<file path="src/rtl/idc_pkg.sv">
// ============================================================================
// idc_pkg: shared types and constants for the image dimension capper
// Sizes of the dimension path, tier limits, divider command/status
// structs and the nine-tenths shrink helper.
// ============================================================================
package idc_pkg;

    // Dimension field width and the positive magnitude part of it
    localparam int DIM_BITS = 16;
    localparam int MAG_BITS = DIM_BITS - 1;

    // All tier limits fit in LIM_BITS; pixel limits in PIX_BITS
    localparam int LIM_BITS = 10;
    localparam int PIX_BITS = 17;
    localparam int PRD_BITS = 2 * LIM_BITS;

    // Divider sizes: dividend is a magnitude times a limit
    localparam int DVD_BITS = MAG_BITS + LIM_BITS;
    localparam int CNT_BITS = $clog2(DVD_BITS);

    // Free-memory tier thresholds
    localparam logic [31:0] FREE_HI  = 32'd1048576;
    localparam logic [31:0] FREE_MID = 32'd524288;

    // Tier limits
    localparam logic [LIM_BITS-1:0] MAXW_HI  = LIM_BITS'(640);
    localparam logic [LIM_BITS-1:0] MAXH_HI  = LIM_BITS'(512);
    localparam logic [PIX_BITS-1:0] MAXP_HI  = PIX_BITS'(102400);
    localparam logic [LIM_BITS-1:0] MAXW_MID = LIM_BITS'(480);
    localparam logic [LIM_BITS-1:0] MAXH_MID = LIM_BITS'(360);
    localparam logic [PIX_BITS-1:0] MAXP_MID = PIX_BITS'(48000);
    localparam logic [LIM_BITS-1:0] MAXW_LO  = LIM_BITS'(320);
    localparam logic [LIM_BITS-1:0] MAXH_LO  = LIM_BITS'(256);
    localparam logic [PIX_BITS-1:0] MAXP_LO  = PIX_BITS'(24576);

    // Reciprocal of ten: (n * RECIP10) >> RECIP_SHIFT is exact for n < 2**16
    localparam int          RECIP_SHIFT = 19;
    localparam logic [15:0] RECIP10     = 16'd52429;

    // Divider command from the sequencer
    typedef struct packed {
        logic                start;
        logic [DVD_BITS-1:0] dividend;
        logic [MAG_BITS-1:0] divisor;
    } div_cmd_t;

    // Divider status back to the sequencer
    typedef struct packed {
        logic                busy;
        logic                done;
        logic [DVD_BITS-1:0] quotient;
    } div_rsp_t;

    // Shrink one side to nine tenths, floored at 1
    function automatic logic [LIM_BITS-1:0] shrink_side(input logic [LIM_BITS-1:0] x);
        logic [LIM_BITS+3:0]  x9;
        logic [LIM_BITS+19:0] prod;
        logic [LIM_BITS-1:0]  q;
        x9   = {x, 3'b000} + (LIM_BITS+4)'(x);
        prod = (LIM_BITS+20)'(x9) * (LIM_BITS+20)'(RECIP10);
        q    = prod[RECIP_SHIFT +: LIM_BITS];
        if (q == '0)
        begin
            q = LIM_BITS'(1);
        end
        return q;
    endfunction

endpackage

</file>
<file path="src/rtl/idc_div.sv">
// ============================================================================
// idc_div: shared restoring divider
// Unsigned divide, one quotient bit per cycle. A start loads the operands;
// done pulses for one cycle once the quotient is ready.
// ============================================================================
module idc_div (
    input  logic              clk,
    input  logic              rst_n,
    input  idc_pkg::div_cmd_t cmd,
    output idc_pkg::div_rsp_t rsp
);
    import idc_pkg::*;

    logic                busy_reg, busy_next;
    logic                done_reg, done_next;
    logic [CNT_BITS-1:0] cnt_reg, cnt_next;
    logic [DVD_BITS-1:0] quo_reg, quo_next;
    logic [MAG_BITS-1:0] rem_reg, rem_next;
    logic [MAG_BITS-1:0] dsr_reg, dsr_next;

    logic [MAG_BITS:0]   rem_shift;
    logic [MAG_BITS:0]   rem_diff;
    logic                fits;

    // Trial subtract of the divisor from the shifted remainder
    assign rem_shift = {rem_reg, quo_reg[DVD_BITS-1]};
    assign rem_diff  = rem_shift - {1'b0, dsr_reg};
    assign fits      = rem_shift >= {1'b0, dsr_reg};

    // Load on start, else advance one quotient bit
    always_comb
    begin
        busy_next = busy_reg;
        done_next = 1'b0;
        cnt_next  = cnt_reg;
        quo_next  = quo_reg;
        rem_next  = rem_reg;
        dsr_next  = dsr_reg;
        if (cmd.start)
        begin
            busy_next = 1'b1;
            cnt_next  = '0;
            quo_next  = cmd.dividend;
            rem_next  = '0;
            dsr_next  = cmd.divisor;
        end
        else if (busy_reg)
        begin
            quo_next = {quo_reg[DVD_BITS-2:0], fits};
            rem_next = fits ? rem_diff[MAG_BITS-1:0] : rem_shift[MAG_BITS-1:0];
            cnt_next = cnt_reg + CNT_BITS'(1);
            if (cnt_reg == CNT_BITS'(DVD_BITS - 1))
            begin
                busy_next = 1'b0;
                done_next = 1'b1;
            end
        end
    end

    // Hold control state
    always_ff @(posedge clk or negedge rst_n)
    begin
        if (!rst_n)
        begin
            busy_reg <= 1'b0;
            done_reg <= 1'b0;
            cnt_reg  <= '0;
        end
        else
        begin
            busy_reg <= busy_next;
            done_reg <= done_next;
            cnt_reg  <= cnt_next;
        end
    end

    // Hold operands and partial results
    always_ff @(posedge clk)
    begin
        quo_reg <= quo_next;
        rem_reg <= rem_next;
        dsr_reg <= dsr_next;
    end

    assign rsp.busy     = busy_reg;
    assign rsp.done     = done_reg;
    assign rsp.quotient = quo_reg;

endmodule

</file>
<file path="src/rtl/image_dimension_capper_unit.sv">
// ============================================================================
// image_dimension_capper_unit: cap image dimensions to a memory tier
// A request carries width, height and the largest free block size. The
// block clamps the sides to the tier limits keeping the aspect ratio, then
// shrinks both to nine tenths until the pixel count fits; a nonpositive side skips both.
//
// Usage:
//   Request channel (req_valid/req_ready) takes orig_width, orig_height and
//   largest_free. req_ready is high only while the sequencer is idle; one
//   request is worked on at a time.
//   Result channel (res_valid/res_ready) presents capped_width,
//   capped_height and was_changed from an output register, so the next
//   request may be taken while a result still waits.
//   A nonpositive side goes from idle straight to the final state; sides
//   inside the tier limits run no division. Each clamp runs one division
//   on the shared restoring divider; at most two clamps take effect, as
//   the width recheck after the height clamp never finds the width over.
//   A shrink pass runs ST_SHRINK, then ST_SHRINK_CHK; at most 6 passes.
//   Reset clears the sequencer, the divider and res_valid. A stalled
//   receiver holds the result register; a finished request waits in the
//   final state until the register frees up.
// ============================================================================
module image_dimension_capper_unit (
    input  logic                          clk,
    input  logic                          rst_n,
    input  logic                          req_valid,
    output logic                          req_ready,
    input  logic signed [idc_pkg::DIM_BITS-1:0] orig_width,
    input  logic signed [idc_pkg::DIM_BITS-1:0] orig_height,
    input  logic        [31:0]            largest_free,
    output logic                          res_valid,
    input  logic                          res_ready,
    output logic signed [idc_pkg::DIM_BITS-1:0] capped_width,
    output logic signed [idc_pkg::DIM_BITS-1:0] capped_height,
    output logic                          was_changed
);
    import idc_pkg::*;

    typedef enum logic [3:0] {
        ST_IDLE,
        ST_CLAMP_W,
        ST_WAIT_H,
        ST_CLAMP_H,
        ST_WAIT_W,
        ST_RECLAMP_W,
        ST_WAIT_H2,
        ST_SHRINK_CHK,
        ST_SHRINK,
        ST_FINISH
    } state_t;

    state_t              state_reg, state_next;
    logic [DIM_BITS-1:0] ow_reg, ow_next;
    logic [DIM_BITS-1:0] oh_reg, oh_next;
    logic [DIM_BITS-1:0] w_reg, w_next;
    logic [DIM_BITS-1:0] h_reg, h_next;
    logic [LIM_BITS-1:0] maxw_reg, maxw_next;
    logic [LIM_BITS-1:0] maxh_reg, maxh_next;
    logic [PIX_BITS-1:0] maxp_reg, maxp_next;
    logic                res_valid_reg, res_valid_next;
    logic [DIM_BITS-1:0] cw_reg, cw_next;
    logic [DIM_BITS-1:0] ch_reg, ch_next;
    logic                chg_reg, chg_next;

    div_cmd_t            div_cmd;
    div_rsp_t            div_rsp;

    logic [MAG_BITS-1:0] mul_a;
    logic [LIM_BITS-1:0] mul_b;
    logic [MAG_BITS-1:0] quo;
    logic [MAG_BITS-1:0] quo_floor;
    logic [PRD_BITS-1:0] pix;
    logic                w_over;
    logic                h_over;
    logic                side_bad;

    // Shared divider
    idc_div u_div (
        .clk   (clk),
        .rst_n (rst_n),
        .cmd   (div_cmd),
        .rsp   (div_rsp)
    );

    // Limit compares and helpers
    assign w_over    = w_reg[MAG_BITS-1:0] > MAG_BITS'(maxw_reg);
    assign h_over    = h_reg[MAG_BITS-1:0] > MAG_BITS'(maxh_reg);
    assign side_bad  = orig_width[DIM_BITS-1] || (orig_width == '0) ||
                       orig_height[DIM_BITS-1] || (orig_height == '0);
    assign quo       = div_rsp.quotient[MAG_BITS-1:0];
    assign quo_floor = (quo == '0) ? MAG_BITS'(1) : quo;
    assign pix       = PRD_BITS'(w_reg[LIM_BITS-1:0]) * PRD_BITS'(h_reg[LIM_BITS-1:0]);

    // Select the dividend operands for the clamp being started
    always_comb
    begin
        case (state_reg)
            ST_CLAMP_W:
            begin
                mul_a = oh_reg[MAG_BITS-1:0];
                mul_b = maxw_reg;
                div_cmd.divisor = ow_reg[MAG_BITS-1:0];
                div_cmd.start   = w_over;
            end
            ST_CLAMP_H:
            begin
                mul_a = ow_reg[MAG_BITS-1:0];
                mul_b = maxh_reg;
                div_cmd.divisor = oh_reg[MAG_BITS-1:0];
                div_cmd.start   = h_over;
            end
            ST_RECLAMP_W:
            begin
                mul_a = h_reg[MAG_BITS-1:0];
                mul_b = maxw_reg;
                div_cmd.divisor = w_reg[MAG_BITS-1:0];
                div_cmd.start   = w_over;
            end
            default:
            begin
                mul_a = '0;
                mul_b = '0;
                div_cmd.divisor = '0;
                div_cmd.start   = 1'b0;
            end
        endcase
        div_cmd.dividend = DVD_BITS'(mul_a) * DVD_BITS'(mul_b);
    end

    // Sequencer next state
    always_comb
    begin
        state_next     = state_reg;
        ow_next        = ow_reg;
        oh_next        = oh_reg;
        w_next         = w_reg;
        h_next         = h_reg;
        maxw_next      = maxw_reg;
        maxh_next      = maxh_reg;
        maxp_next      = maxp_reg;
        cw_next        = cw_reg;
        ch_next        = ch_reg;
        chg_next       = chg_reg;
        res_valid_next = res_valid_reg && !res_ready;

        case (state_reg)
            ST_IDLE:
            begin
                if (req_valid)
                begin
                    ow_next = orig_width;
                    oh_next = orig_height;
                    w_next  = orig_width;
                    h_next  = orig_height;
                    if (largest_free >= FREE_HI)
                    begin
                        maxw_next = MAXW_HI;
                        maxh_next = MAXH_HI;
                        maxp_next = MAXP_HI;
                    end
                    else if (largest_free >= FREE_MID)
                    begin
                        maxw_next = MAXW_MID;
                        maxh_next = MAXH_MID;
                        maxp_next = MAXP_MID;
                    end
                    else
                    begin
                        maxw_next = MAXW_LO;
                        maxh_next = MAXH_LO;
                        maxp_next = MAXP_LO;
                    end
                    state_next = side_bad ? ST_FINISH : ST_CLAMP_W;
                end
            end
            ST_CLAMP_W:
            begin
                state_next = w_over ? ST_WAIT_H : ST_CLAMP_H;
            end
            ST_WAIT_H:
            begin
                if (div_rsp.done)
                begin
                    h_next     = DIM_BITS'(quo_floor);
                    w_next     = DIM_BITS'(maxw_reg);
                    state_next = ST_CLAMP_H;
                end
            end
            ST_CLAMP_H:
            begin
                state_next = h_over ? ST_WAIT_W : ST_SHRINK_CHK;
            end
            ST_WAIT_W:
            begin
                if (div_rsp.done)
                begin
                    w_next     = DIM_BITS'(quo_floor);
                    h_next     = DIM_BITS'(maxh_reg);
                    state_next = ST_RECLAMP_W;
                end
            end
            ST_RECLAMP_W:
            begin
                state_next = w_over ? ST_WAIT_H2 : ST_SHRINK_CHK;
            end
            ST_WAIT_H2:
            begin
                if (div_rsp.done)
                begin
                    h_next     = DIM_BITS'(quo_floor);
                    w_next     = DIM_BITS'(maxw_reg);
                    state_next = ST_SHRINK_CHK;
                end
            end
            ST_SHRINK_CHK:
            begin
                // Sides are within the tier limits here, so LIM_BITS hold them
                if ((pix > PRD_BITS'(maxp_reg)) &&
                    ((w_reg[MAG_BITS-1:0] > MAG_BITS'(1)) ||
                     (h_reg[MAG_BITS-1:0] > MAG_BITS'(1))))
                begin
                    state_next = ST_SHRINK;
                end
                else
                begin
                    state_next = ST_FINISH;
                end
            end
            ST_SHRINK:
            begin
                w_next     = DIM_BITS'(shrink_side(w_reg[LIM_BITS-1:0]));
                h_next     = DIM_BITS'(shrink_side(h_reg[LIM_BITS-1:0]));
                state_next = ST_SHRINK_CHK;
            end
            ST_FINISH:
            begin
                // Load the result register once it is free
                if (!res_valid_reg || res_ready)
                begin
                    cw_next        = w_reg;
                    ch_next        = h_reg;
                    chg_next       = (w_reg != ow_reg) || (h_reg != oh_reg);
                    res_valid_next = 1'b1;
                    state_next     = ST_IDLE;
                end
            end
            default:
            begin
                state_next = ST_IDLE;
            end
        endcase
    end

    // Hold state, working values and the result register
    always_ff @(posedge clk or negedge rst_n)
    begin
        if (!rst_n)
        begin
            state_reg     <= ST_IDLE;
            res_valid_reg <= 1'b0;
            ow_reg        <= '0;
            oh_reg        <= '0;
            w_reg         <= '0;
            h_reg         <= '0;
            maxw_reg      <= '0;
            maxh_reg      <= '0;
            maxp_reg      <= '0;
            cw_reg        <= '0;
            ch_reg        <= '0;
            chg_reg       <= 1'b0;
        end
        else
        begin
            state_reg     <= state_next;
            res_valid_reg <= res_valid_next;
            ow_reg        <= ow_next;
            oh_reg        <= oh_next;
            w_reg         <= w_next;
            h_reg         <= h_next;
            maxw_reg      <= maxw_next;
            maxh_reg      <= maxh_next;
            maxp_reg      <= maxp_next;
            cw_reg        <= cw_next;
            ch_reg        <= ch_next;
            chg_reg       <= chg_next;
        end
    end

    assign req_ready     = (state_reg == ST_IDLE);
    assign res_valid     = res_valid_reg;
    assign capped_width  = cw_reg;
    assign capped_height = ch_reg;
    assign was_changed   = chg_reg;

    // Never restart the divider while it is working
    a_div_start_idle: assert property (@(posedge clk) disable iff (!rst_n)
        div_cmd.start |-> !div_rsp.busy)
        else $error("divider started while busy");

    // An idle sequencer leaves no division in flight
    a_idle_div_quiet: assert property (@(posedge clk) disable iff (!rst_n)
        req_ready |-> (!div_rsp.busy && !div_rsp.done))
        else $error("division in flight while idle");

    // A changed result always has positive sides
    a_changed_positive: assert property (@(posedge clk) disable iff (!rst_n)
        (res_valid && was_changed) |->
            (!capped_width[DIM_BITS-1] && (capped_width != '0) &&
             !capped_height[DIM_BITS-1] && (capped_height != '0)))
        else $error("changed result with nonpositive side");

endmodule
</file>
<file path="config.mk">
export PLATFORM = sky130hd
export DESIGN_NAME = image_dimension_capper_unit
export DESIGN_NICKNAME = d
export VERILOG_FILES = /design/src/rtl/idc_pkg.sv /design/src/rtl/idc_div.sv /design/src/rtl/image_dimension_capper_unit.sv
export SDC_FILE = /design/constraint.sdc
export NUM_CORES = 1
export LEC_CHECK = 0
export BUFFER_PORTS_ARGS = -buffer_cell sky130_fd_sc_hd__buf_2
export CELL_PAD_IN_SITES_DETAIL_PLACEMENT = 1
export CELL_PAD_IN_SITES_GLOBAL_PLACEMENT = 2
export CORE_ASPECT_RATIO = 1.4
export CORE_MARGIN = 2
export CORE_UTILIZATION = 37
export DETAILED_ROUTE_END_ITERATION = 12
export HOLD_SLACK_MARGIN = 0.06
export PLACE_DENSITY = 0.83
export SLEW_MARGIN = 30
export SYNTH_ARGS = -nofsm -noshare
export SYNTH_HDL_FRONTEND = slang
export SYNTH_SLANG_ARGS = --single-unit
</file>
<file path="constraint.sdc">
create_clock -name clk -period 7 [get_ports clk]
set_input_delay 2.1 -clock clk [delete_from_list [all_inputs] [get_ports clk]]
set_output_delay 2.1 -clock clk [all_outputs]
set_load 0.02 [all_outputs]
</file>
==> results of run 1 <==
-- worst max-delay path: cells and delay by family, from the launching register on --
| family | cells | cell delay (ns) |
|---|---|---|
| adders and majority gates | 9 | 3.72 |
| AOI/OAI and AO/OA | 7 | 1.32 |
| and+or+nand+nor | 6 | 1.01 |
| DFF | 1 | 0.43 |
| buffers and inverters | 5 | 0.38 |
| xor gates and xnor gates | 1 | 0.20 |
-- final cells by class --
| class | count | area, µm² |
|---|---|---|
| Sequential cell | 169 | 4360 |
| Clock buffer | 17 | 425.4 |
| Clock inverter | 15 | 172.7 |
| Inverter | 375 | 1408 |
| Fill cell | 7103 | 34490 |
| Multi-Input combinational cell | 1882 | 17350 |
| Timing Repair Buffer | 260 | 1823 |
| Tap cell | 817 | 1022 |
-- cells by family (layout without fill, tap and decap cells) --
family,Yosys count,after routing
adders and majority gates,604,604
muxes,40,40
xor gates and xnor gates,122,122
and+or+nand+nor,733,733
buffers and inverters,464,667
AOI/OAI and AO/OA,383,383
DFF,169,169
-- stage by stage --
stage	setup TNS, ns	util	cell area [µm²]	worst slack (ns)
2_1_floorplan	-0.03633	-	22960	-0.03633
3_5_place_dp	-3.964	0.4131	25220	-0.3782
4_1_cts	-0.8928	0.4274	26100	-0.1795
6_report	-0.7565	0.4351	26560	-0.1809
5_1_grt	-5.073	0.4351	26560	-0.4311
3_3_place_gp	-2.274	0.4131	25220	-0.2973
-- how the worst min path moves through the flow --
| stage | cells past startpoint | to |
|---|---|---|
| after global placement | 2 | capped_height[0]$_DFFE_PN0P_ |
| after detailed placement | 2 | capped_height[0]$_DFFE_PN0P_ |
| final | 2 | capped_height[0]$_DFFE_PN0P_ |
| after floorplan | 2 | oh_reg[15]$_DFFE_PN0P_ |
| after global routing | 1 | capped_height[9]$_DFFE_PN0P_ |
| after CTS | 2 | capped_height[0]$_DFFE_PN0P_ |
-- layer usage --
layer | up-vias | track usage
li1 | 8810 | -
met2 | 448 | 0.4424
met3 | 181 | 0.02056
met1 | 9768 | 0.2582
met5 | - | 0
met4 | 4 | 0.1156
-- repair_timing --
item                       in CTS  in global routing
setup buffers                  13                 15
setup endpoints to repair      19                 22
pin swaps                      45                 57
gates resized for setup        49                 66
-- layout by cell type (no fill, tap or decap), drive strengths merged, types with 22 or more instances in the layout --
cell | netlist | layout
a21o | 33 | 33
a21oi | 80 | 80
a222oi | 29 | 29
and2 | 57 | 57
buf | 13 | 260
dfrtp | 114 | 114
edfxtp | 40 | 40
fa | 222 | 222
ha | 382 | 382
inv | 375 | 384
mux2 | 27 | 27
nand2 | 333 | 333
nand3 | 28 | 28
nand4 | 22 | 22
nor2 | 147 | 147
nor3 | 40 | 40
nor4 | 33 | 33
o21ai | 92 | 92
xnor2 | 54 | 54
xor2 | 68 | 68
==> flow_metrics.env, run 1 <==
export IMPL_critPathMostFrequentCell="fa_1"
export IMPL_routed_wirelength_um=73910
export IMPL_crit_type="reg2reg"
export IMPL_io_pins=103
export IMPL_wl_met1_um=28040
export IMPL_n_antenna_cell=0
export IMPL_timing_rr_start="h_reg[3]$_DFFE_PN0P_"
export IMPL_synth_most_common_cell="ha_1"
export IMPL_synth_xor_xnor_area_share=0.04698
export IMPL_period_needed_ns=7.181
export IMPL_synth_top_family_by_area="adder cells"
export IMPL_dp_final_hpwl_um=59030
export IMPL_critPathRequiredTime_ns=7.37
export IMPL_cts_hold_buf=0
export IMPL_place_inst=3476
export IMPL_muxShareOfSynthArea=0.01896
export IMPL_synth_fa_ha_area_frac=0.4028
export IMPL_worstHoldStart="capped_height[0]$_DFFE_PN0P_"
export IMPL_final_max_slew_viol_count=0
export IMPL_core_area_mm2=0.06105
export IMPL_critPathMaxFanout=4
export IMPL_synth_cell_type_count=85
export IMPL_final_cells=3535
export IMPL_grt_antenna_before_repair=2
export IMPL_ys_ff_latch=169
export IMPL_drc=0
export IMPL_worst_slack_ns=-0.1809
export IMPL_fin_skew_ns=0.01477
export IMPL_drive_gt1_frac=0.1656
export IMPL_synth_common_cells="382 x ha_1, 375 x inv_1, 333 x nand2_1"
export IMPL_hold_class="reg2reg"
export IMPL_numCtsBuffers=17
export IMPL_endpoint="h_reg[0]$_DFFE_PN0P_"
export IMPL_hold_viol=0
export IMPL_top_layer_used="met5"
export IMPL_worstMarginPinSlew_ns=0.7132
export IMPL_max_stage_delay_ns=0.59
export IMPL_synthFlopType="dfrtp_1"
export IMPL_failed_checks="negative setup slack"
export IMPL_synth_top_area_share=0.2087
export IMPL_synth_nets=3187
export IMPL_ant_nets=0
export IMPL_whs_ns=0.4869
export IMPL_largest_reg_flops=25
export IMPL_cts_root_buffer_cell="clkbuf_16"
export IMPL_vias_per_cell=5.435
export IMPL_vias=19210
export IMPL_synthArstFlopShare=0.6746
export IMPL_track_usage=0.2327
export IMPL_grt_pass1_vias=21500
export IMPL_num_nets_final=3377
export IMPL_clkTransAtPathRegs_ns=0.08
export IMPL_dr_wl_met2_um=39200
export IMPL_dr_wl_met3_um=2595
export IMPL_grt_pass1_wl_um=116800
export IMPL_first_pass_iters=5
export IMPL_die_h_um=298.4
export IMPL_gp_congestion=0.8919
export IMPL_max_freq_mhz=139.3
export IMPL_die_x_um=214.3
export IMPL_seq_area_frac_synth=0.1901
export IMPL_setup_viol=11
export IMPL_area_delta_synth_final_pct=15.98
export IMPL_cp_start_kind="register"
export IMPL_cts_sinks=169
export IMPL_slowest_stage="fa_1"
export IMPL_rrSetupSlack_ns=-0.18
export IMPL_avgSynthCellArea_um2=9.106
export IMPL_cts_tree="yes"
export IMPL_routedWlPerCell_um=20.91
export IMPL_grt_max_degree=65
export IMPL_syn_area_mm2=0.02290
export IMPL_synth_compound_area_share=0.1172
export IMPL_r2r_cells=28
export IMPL_cp_end_kind="register"
export IMPL_post_route_period_util=1.026
export IMPL_htree_levels=4
export IMPL_gr_total_overflow=0
export IMPL_dieArea_mm2=0.06393
export IMPL_startpoint="h_reg[3]$_DFFE_PN0P_"
export IMPL_clock_latency_ns=0.47
export IMPL_rsz0062_at_grt="yes"
export IMPL_core_rowCount=107
export IMPL_reg2reg_to="h_reg[0]$_DFFE_PN0P_"
export IMPL_slew_headroom=0.5206
export IMPL_cts_path_max_buffers=2
export IMPL_synth_area_leaders="ha_1 21%, fa_1 19%, dfrtp_1 12%, inv_1 6.1%, nand2_1 5.5%"
export IMPL_run_status="finished, violations left"
export IMPL_synth_warnings=0
export IMPL_yosysTopAreaCell="ha_1"
export IMPL_synthSimpleGateAreaFrac=0.1470
export IMPL_arrival_ns=7.55
export IMPL_start_util=0.3751
export IMPL_maxCapViolations=0
export IMPL_numPortBuffers=83
export IMPL_synth_edf_count=40
export IMPL_synth_cells=2515
export IMPL_drt_initial_drc_count=1169
Power of run 1 is not shown: default switching activity piles up to over one toggle a cycle in this logic, so the estimate is an artifact.
==> inputs of run 2 (changes only) <==
Settings changed: CTS_CLUSTER_SIZE set to 24, SYNTH_HIERARCHICAL set to 1.
==> run 2 against run 1 <==
- the flow still finishes with violations (negative setup slack)
- routed wire length rose by 8.4%
- critical endpoint is now h_reg[3]$_DFFE_PN0P_
- fmax is 3.5% lower
- final area up 5.7%
- synthesized area grew 1.1%
- first-iteration DRC count is 4.4% lower
- register-to-register slack got worse by 0.26 ns
- sequential cell count unchanged
==> flow_metrics.env, run 2 <==
export IMPL_crit_type="reg2reg"
export IMPL_clkTransAtPathRegs_ns=0.08
export IMPL_final_cell_mix="372 x inv_1, 360 x ha_1, 300 x nand2_1"
export IMPL_cp_end_kind="register"
export IMPL_routed_wirelength_um=80130
export IMPL_n_antenna_cell=0
export IMPL_first_pass_iters=6
export IMPL_max_stage_delay_ns=0.58
export IMPL_hold_viol=0
export IMPL_synth_cells=2521
export IMPL_cts_tree="yes"
export IMPL_post_route_period_util=1.063
export IMPL_cts_path_max_buffers=2
export IMPL_largest_reg_flops=25
export IMPL_vias=19940
export IMPL_routedWlPerCell_um=21.88
export IMPL_fillerInstances=7237
export IMPL_arrival_ns=7.79
export IMPL_ant_nets=0
export IMPL_critPathRequiredTime_ns=7.35
export IMPL_period_needed_ns=7.438
export IMPL_drive_gt1_frac=0.2252
export IMPL_post_route_cell_area_mm2=0.02807
export IMPL_grt_pass1_vias=22640
export IMPL_path_buf_inv=9
export IMPL_drc=0
export IMPL_grt_antenna_before_repair=0
export IMPL_numCtsBuffers=17
export IMPL_clock_latency_ns=0.49
export IMPL_numPortBuffers=83
export IMPL_area_delta_synth_final_pct=21.26
export IMPL_core_area_mm2=0.06189
export IMPL_cts_root_buffer_cell="clkbuf_16"
export IMPL_fin_skew_ns=0.03538
export IMPL_num_nets_final=3496
export IMPL_grt_pass1_wl_um=126200
export IMPL_synth_warnings=6
export IMPL_io_pins=103
export IMPL_failed_checks="negative setup slack"
export IMPL_maxCapViolations=0
export IMPL_start_util=0.3740
export IMPL_slowest_stage="fa_1"
export IMPL_post_dp_cell_area_mm2=0.02634
export IMPL_dp_final_hpwl_um=65050
export IMPL_vias_per_cell=5.446
export IMPL_critPathMaxFanout=4
export IMPL_avgSynthCellArea_um2=9.182
export IMPL_run_status="finished, violations left"
export IMPL_cts_sinks=169
export IMPL_grt_max_degree=68
export IMPL_final_max_slew_viol_count=0
export IMPL_gr_total_overflow=0
export IMPL_slew_headroom=0.4542
export IMPL_rsz0062_at_grt="yes"
export IMPL_track_usage=0.2526
export IMPL_core_rowCount=108
export IMPL_crit_family="adder cells"
export IMPL_layout_commonest_cell="inv_1"
export IMPL_die_h_um=300.0
export IMPL_syn_area_mm2=0.02315
export IMPL_final_cells=3662
export IMPL_hold_class="reg2reg"
export IMPL_dieArea_mm2=0.06461
export IMPL_worstMarginPinSlew_ns=0.8112
export IMPL_htree_levels=4
export IMPL_setup_viol=12
export IMPL_drt_initial_drc_count=1117
export IMPL_critPathMostFrequentCell="fa_1"
export IMPL_gp_congestion=0.9172
export IMPL_die_x_um=215.4
export IMPL_place_inst=3590
export IMPL_max_freq_mhz=134.4
export IMPL_worst_slack_ns=-0.4380
export IMPL_cp_start_kind="register"
-- run 2: worst register-to-register path, delay by kind of cell (launching register included) --
kind,cells,cell delay (ns)
compound gates,10,1.63
simple gates,4,0.63
buf+inv,9,0.76
flops,1,0.45
fa+ha+maj,8,3.42
mux,1,0.28
xor+xnor,1,0.13
-- run 2: cell type report --
class | count | area [µm²] | area share
multi-input cells | 1880 | 17900 | 0.6376
flip-flops and latches | 169 | 4364 | 0.1555
repair buffers | 376 | 2736 | 0.09749
inverters | 380 | 1426 | 0.05082
well taps | 825 | 1032 | 0.03677
clock buffers | 17 | 425.4 | 0.01516
clock inverters | 15 | 186.4 | 0.006642
-- run 2: per-layer routing --
layer / GRT usage / vias to the layer above / wire length (µm)
met1: 0.2738 / 10170 / 29710
li1: - / 9131 / -
met4: 0.1294 / 0 / 4223
met5: 0 / - / 0
met2: 0.4810 / 453 / 43410
met3: 0.02883 / 187 / 2781
-- run 2: final timing paths --
kind / cells past startpoint / endpoint / startpoint / slack [ns]
hold / removal: 2 / was_changed$_DFFE_PN0P_ / was_changed$_DFFE_PN0P_ / 0.49
hold reg to reg: 2 / was_changed$_DFFE_PN0P_ / was_changed$_DFFE_PN0P_ / 0.49
max in group asynchronous: 2 / state_reg[2]$_DFFE_PN0P_ / rst_n / 4.08
min in group asynchronous: 1 / capped_height[8]$_DFFE_PN0P_ / rst_n / 1.65
setup / recovery: 33 / h_reg[3]$_DFFE_PN0P_ / h_reg[3]$_DFFE_PN0P_ / -0.44
setup reg to reg: 33 / h_reg[3]$_DFFE_PN0P_ / h_reg[3]$_DFFE_PN0P_ / -0.44
-- run 2: per-stage QoR --
| stage | hold WS, ns | setup slack, ns | util | setup TNS, ns |
|---|---|---|---|---|
| after global placement | 0.4641 | -0.4949 | 0.4256 | -5.328 |
| after floorplan | 0.4655 | -0.1054 | - | -0.1054 |
| final | 0.4937 | -0.4380 | 0.4535 | -2.960 |
| after global routing | 0.5213 | -0.7364 | 0.4535 | -8.218 |
| after detailed placement | 0.4754 | -0.7933 | 0.4256 | -10.31 |
| after CTS | 0.5001 | -0.4346 | 0.4465 | -3.505 |
-- run 2: timing repair --
| action | 4_1_cts | 5_1_grt |
|---|---|---|
| pin swaps | 81 | 66 |
| setup endpoints to repair | 22 | 25 |
| buffers inserted | 26 | 20 |
| hold buffers | 0 | 0 |
| gates resized for setup | 107 | 69 |
Power of run 2 is left out for the same reason.
==> inputs of run 3 (changes only) <==
Settings changed: CELL_PAD_IN_SITES_DETAIL_PLACEMENT 1 to unset, CELL_PAD_IN_SITES_GLOBAL_PLACEMENT 2 to unset, CORE_UTILIZATION 37 to 58.
==> run 3 against run 2 <==
- the flow still finishes with violations (negative setup slack)
- non-clock buffer count down 85
- fmax up 1.4%
- clock skew down 0.019 ns
- utilization up 23 points
- count of clock-buffer cells in the layout up 2
- sequential share of layout area up 0.73 points
- first-iteration DRC count up 73%
- register-to-register slack better by 0.10 ns
- critical path depth down 5
- global-route usage up 8.5 points
- setup slack better by 0.10 ns
- highest routed layer is now met5
==> flow_metrics.env, run 3 (same netlist as run 2, synthesis figures left out) <==
export IMPL_vias=19950
export IMPL_cp_start_kind="register"
export IMPL_num_nets_final=3411
export IMPL_numCtsBuffers=17
export IMPL_core_rowCount=86
export IMPL_worstHoldStart="capped_height[0]$_DFFE_PN0P_"
export IMPL_htree_levels=4
export IMPL_cts_root_buffer_cell="clkbuf_16"
export IMPL_core_area_mm2=0.03938
export IMPL_clkTransAtPathRegs_ns=0.07
export IMPL_post_route_period_util=1.048
export IMPL_routedWlPerCell_um=20.96
export IMPL_drive_gt1_frac=0.1915
export IMPL_gr_total_overflow=0
export IMPL_failed_checks="negative setup slack"
export IMPL_hold_depth=2
export IMPL_setup_viol=15
export IMPL_arrival_ns=7.70
export IMPL_io_pins=103
export IMPL_clock_latency_ns=0.48
export IMPL_reg2reg_to="h_reg[0]$_DFFE_PN0P_"
export IMPL_final_max_slew_viol_count=0
export IMPL_max_stage_delay_ns=0.59
export IMPL_n_antenna_cell=0
export IMPL_place_inst=3220
export IMPL_cts_hold_buf=0
export IMPL_ant_nets=0
export IMPL_max_freq_mhz=136.3
export IMPL_largest_reg_flops=25
export IMPL_critPathRequiredTime_ns=7.36
export IMPL_area_delta_synth_final_pct=15.73
export IMPL_worst_slack_ns=-0.3379
export IMPL_hold_viol=0
export IMPL_cts_tree="yes"
export IMPL_critPathMaxFanout=3
export IMPL_final_cell_mix="371 x inv_1, 361 x ha_1, 299 x nand2_1"
export IMPL_timing_rr_start="h_reg[0]$_DFFE_PN0P_"
export IMPL_die_h_um=240.4
export IMPL_start_util=0.5878
export IMPL_routed_wirelength_um=68750
export IMPL_drc=0
export IMPL_hold_path_end="capped_height[0]$_DFFE_PN0P_"
export IMPL_run_status="finished, violations left"
export IMPL_slowest_stage="fa_1"
export IMPL_track_usage=0.3379
export IMPL_grt_pass1_vias=21250
export IMPL_grt_max_degree=75
export IMPL_final_cells=3280
export IMPL_critPathMostFrequentCell="fa_1"
export IMPL_cts_path_max_buffers=2
export IMPL_cp_end_kind="register"
export IMPL_numPortBuffers=83
export IMPL_dieArea_mm2=0.04155
export IMPL_vias_per_cell=6.083
export IMPL_fin_skew_ns=0.01645
export IMPL_period_needed_ns=7.338
export IMPL_rsz0062_at_grt="yes"
export IMPL_hold_class="reg2reg"
export IMPL_slew_headroom=0.3780
export IMPL_gp_congestion=0.9777
export IMPL_drt_initial_drc_count=1930
export IMPL_cts_sinks=169
export IMPL_grt_antenna_before_repair=1
export IMPL_crit_type="reg2reg"
export IMPL_grt_pass1_wl_um=109800
export IMPL_worstMarginPinSlew_ns=0.9259
export IMPL_layout_commonest_cell="inv_1"
export IMPL_die_x_um=172.8
export IMPL_dp_final_hpwl_um=53790
export IMPL_r2r_cells=28
export IMPL_first_pass_iters=9
export IMPL_maxCapViolations=0
export IMPL_rrSetupSlack_ns=-0.34
-- run 3: per-stage QoR --
| step | area [µm²] | setup slack [ns] | hold slack [ns] | TNS (ns) | utilization |
|---|---|---|---|---|---|
| after floorplan | 23250 | -0.1054 | 0.4655 | -0.1054 | - |
| after global placement | 25350 | -0.2524 | 0.4619 | -1.430 | 0.6436 |
| after detailed placement | 25350 | -0.3558 | 0.4731 | -3.346 | 0.6437 |
| after CTS | 26280 | -0.2734 | 0.4911 | -1.227 | 0.6672 |
| after global routing | 26790 | -0.6251 | 0.5109 | -6.906 | 0.6802 |
| final | 26790 | -0.3379 | 0.4831 | -1.732 | 0.6802 |
-- run 3: critical path, delay by kind of cell (launching register included) --
family | cells | cell delay, ns
AOI/OAI and AO/OA | 7 | 1.66
xor gates and xnor gates | 1 | 0.22
adders and majority gates | 9 | 3.68
buffers and inverters | 4 | 0.22
DFF | 1 | 0.43
muxes | 1 | 0.11
and+or+nand+nor | 6 | 0.88
-- run 3: cell type report --
cell class	instances	area [µm²]
tap	528	660.6
clock buffer	19	432.9
timing repair buffer	291	2051
sequential	169	4360
clock inverter	13	97.59
multi-input combinational	1880	17760
fill	3035	12590
inverter	380	1426
-- run 3: what timing repair did --
item,CTS,global route
endpoints found under the setup margin,20,25
resized for setup,64,79
setup buffers,17,13
hold endpoints to repair,0,0
pin swaps,63,59
gates cloned,0,0
-- run 3: how the worst max path moves through the flow --
| stage | startpoint | endpoint | cells past startpoint |
|---|---|---|---|
| final | h_reg[0]$_DFFE_PN0P_ | h_reg[0]$_DFFE_PN0P_ | 28 |
| after CTS | h_reg[0]$_DFFE_PN0P_ | h_reg[0]$_DFFE_PN0P_ | 29 |
| after global placement | h_reg[0]$_DFFE_PN0P_ | h_reg[0]$_DFFE_PN0P_ | 29 |
| after floorplan | h_reg[0]$_DFFE_PN0P_ | h_reg[0]$_DFFE_PN0P_ | 28 |
| after global routing | h_reg[3]$_DFFE_PN0P_ | h_reg[0]$_DFFE_PN0P_ | 29 |
| after detailed placement | w_reg[0]$_DFFE_PN0P_ | w_reg[0]$_DFFE_PN0P_ | 28 |
-- run 3: metal layers --
layer	track usage	vias to the layer above	part of all wire
li1	-	8999	-
met1	0.3742	9719	0.35
met2	0.5836	925	0.49
met3	0.06183	306	0.070
met4	0.2476	2	0.081
met5	0	-	0.00019
Power of run 3 is left out for the same reason.
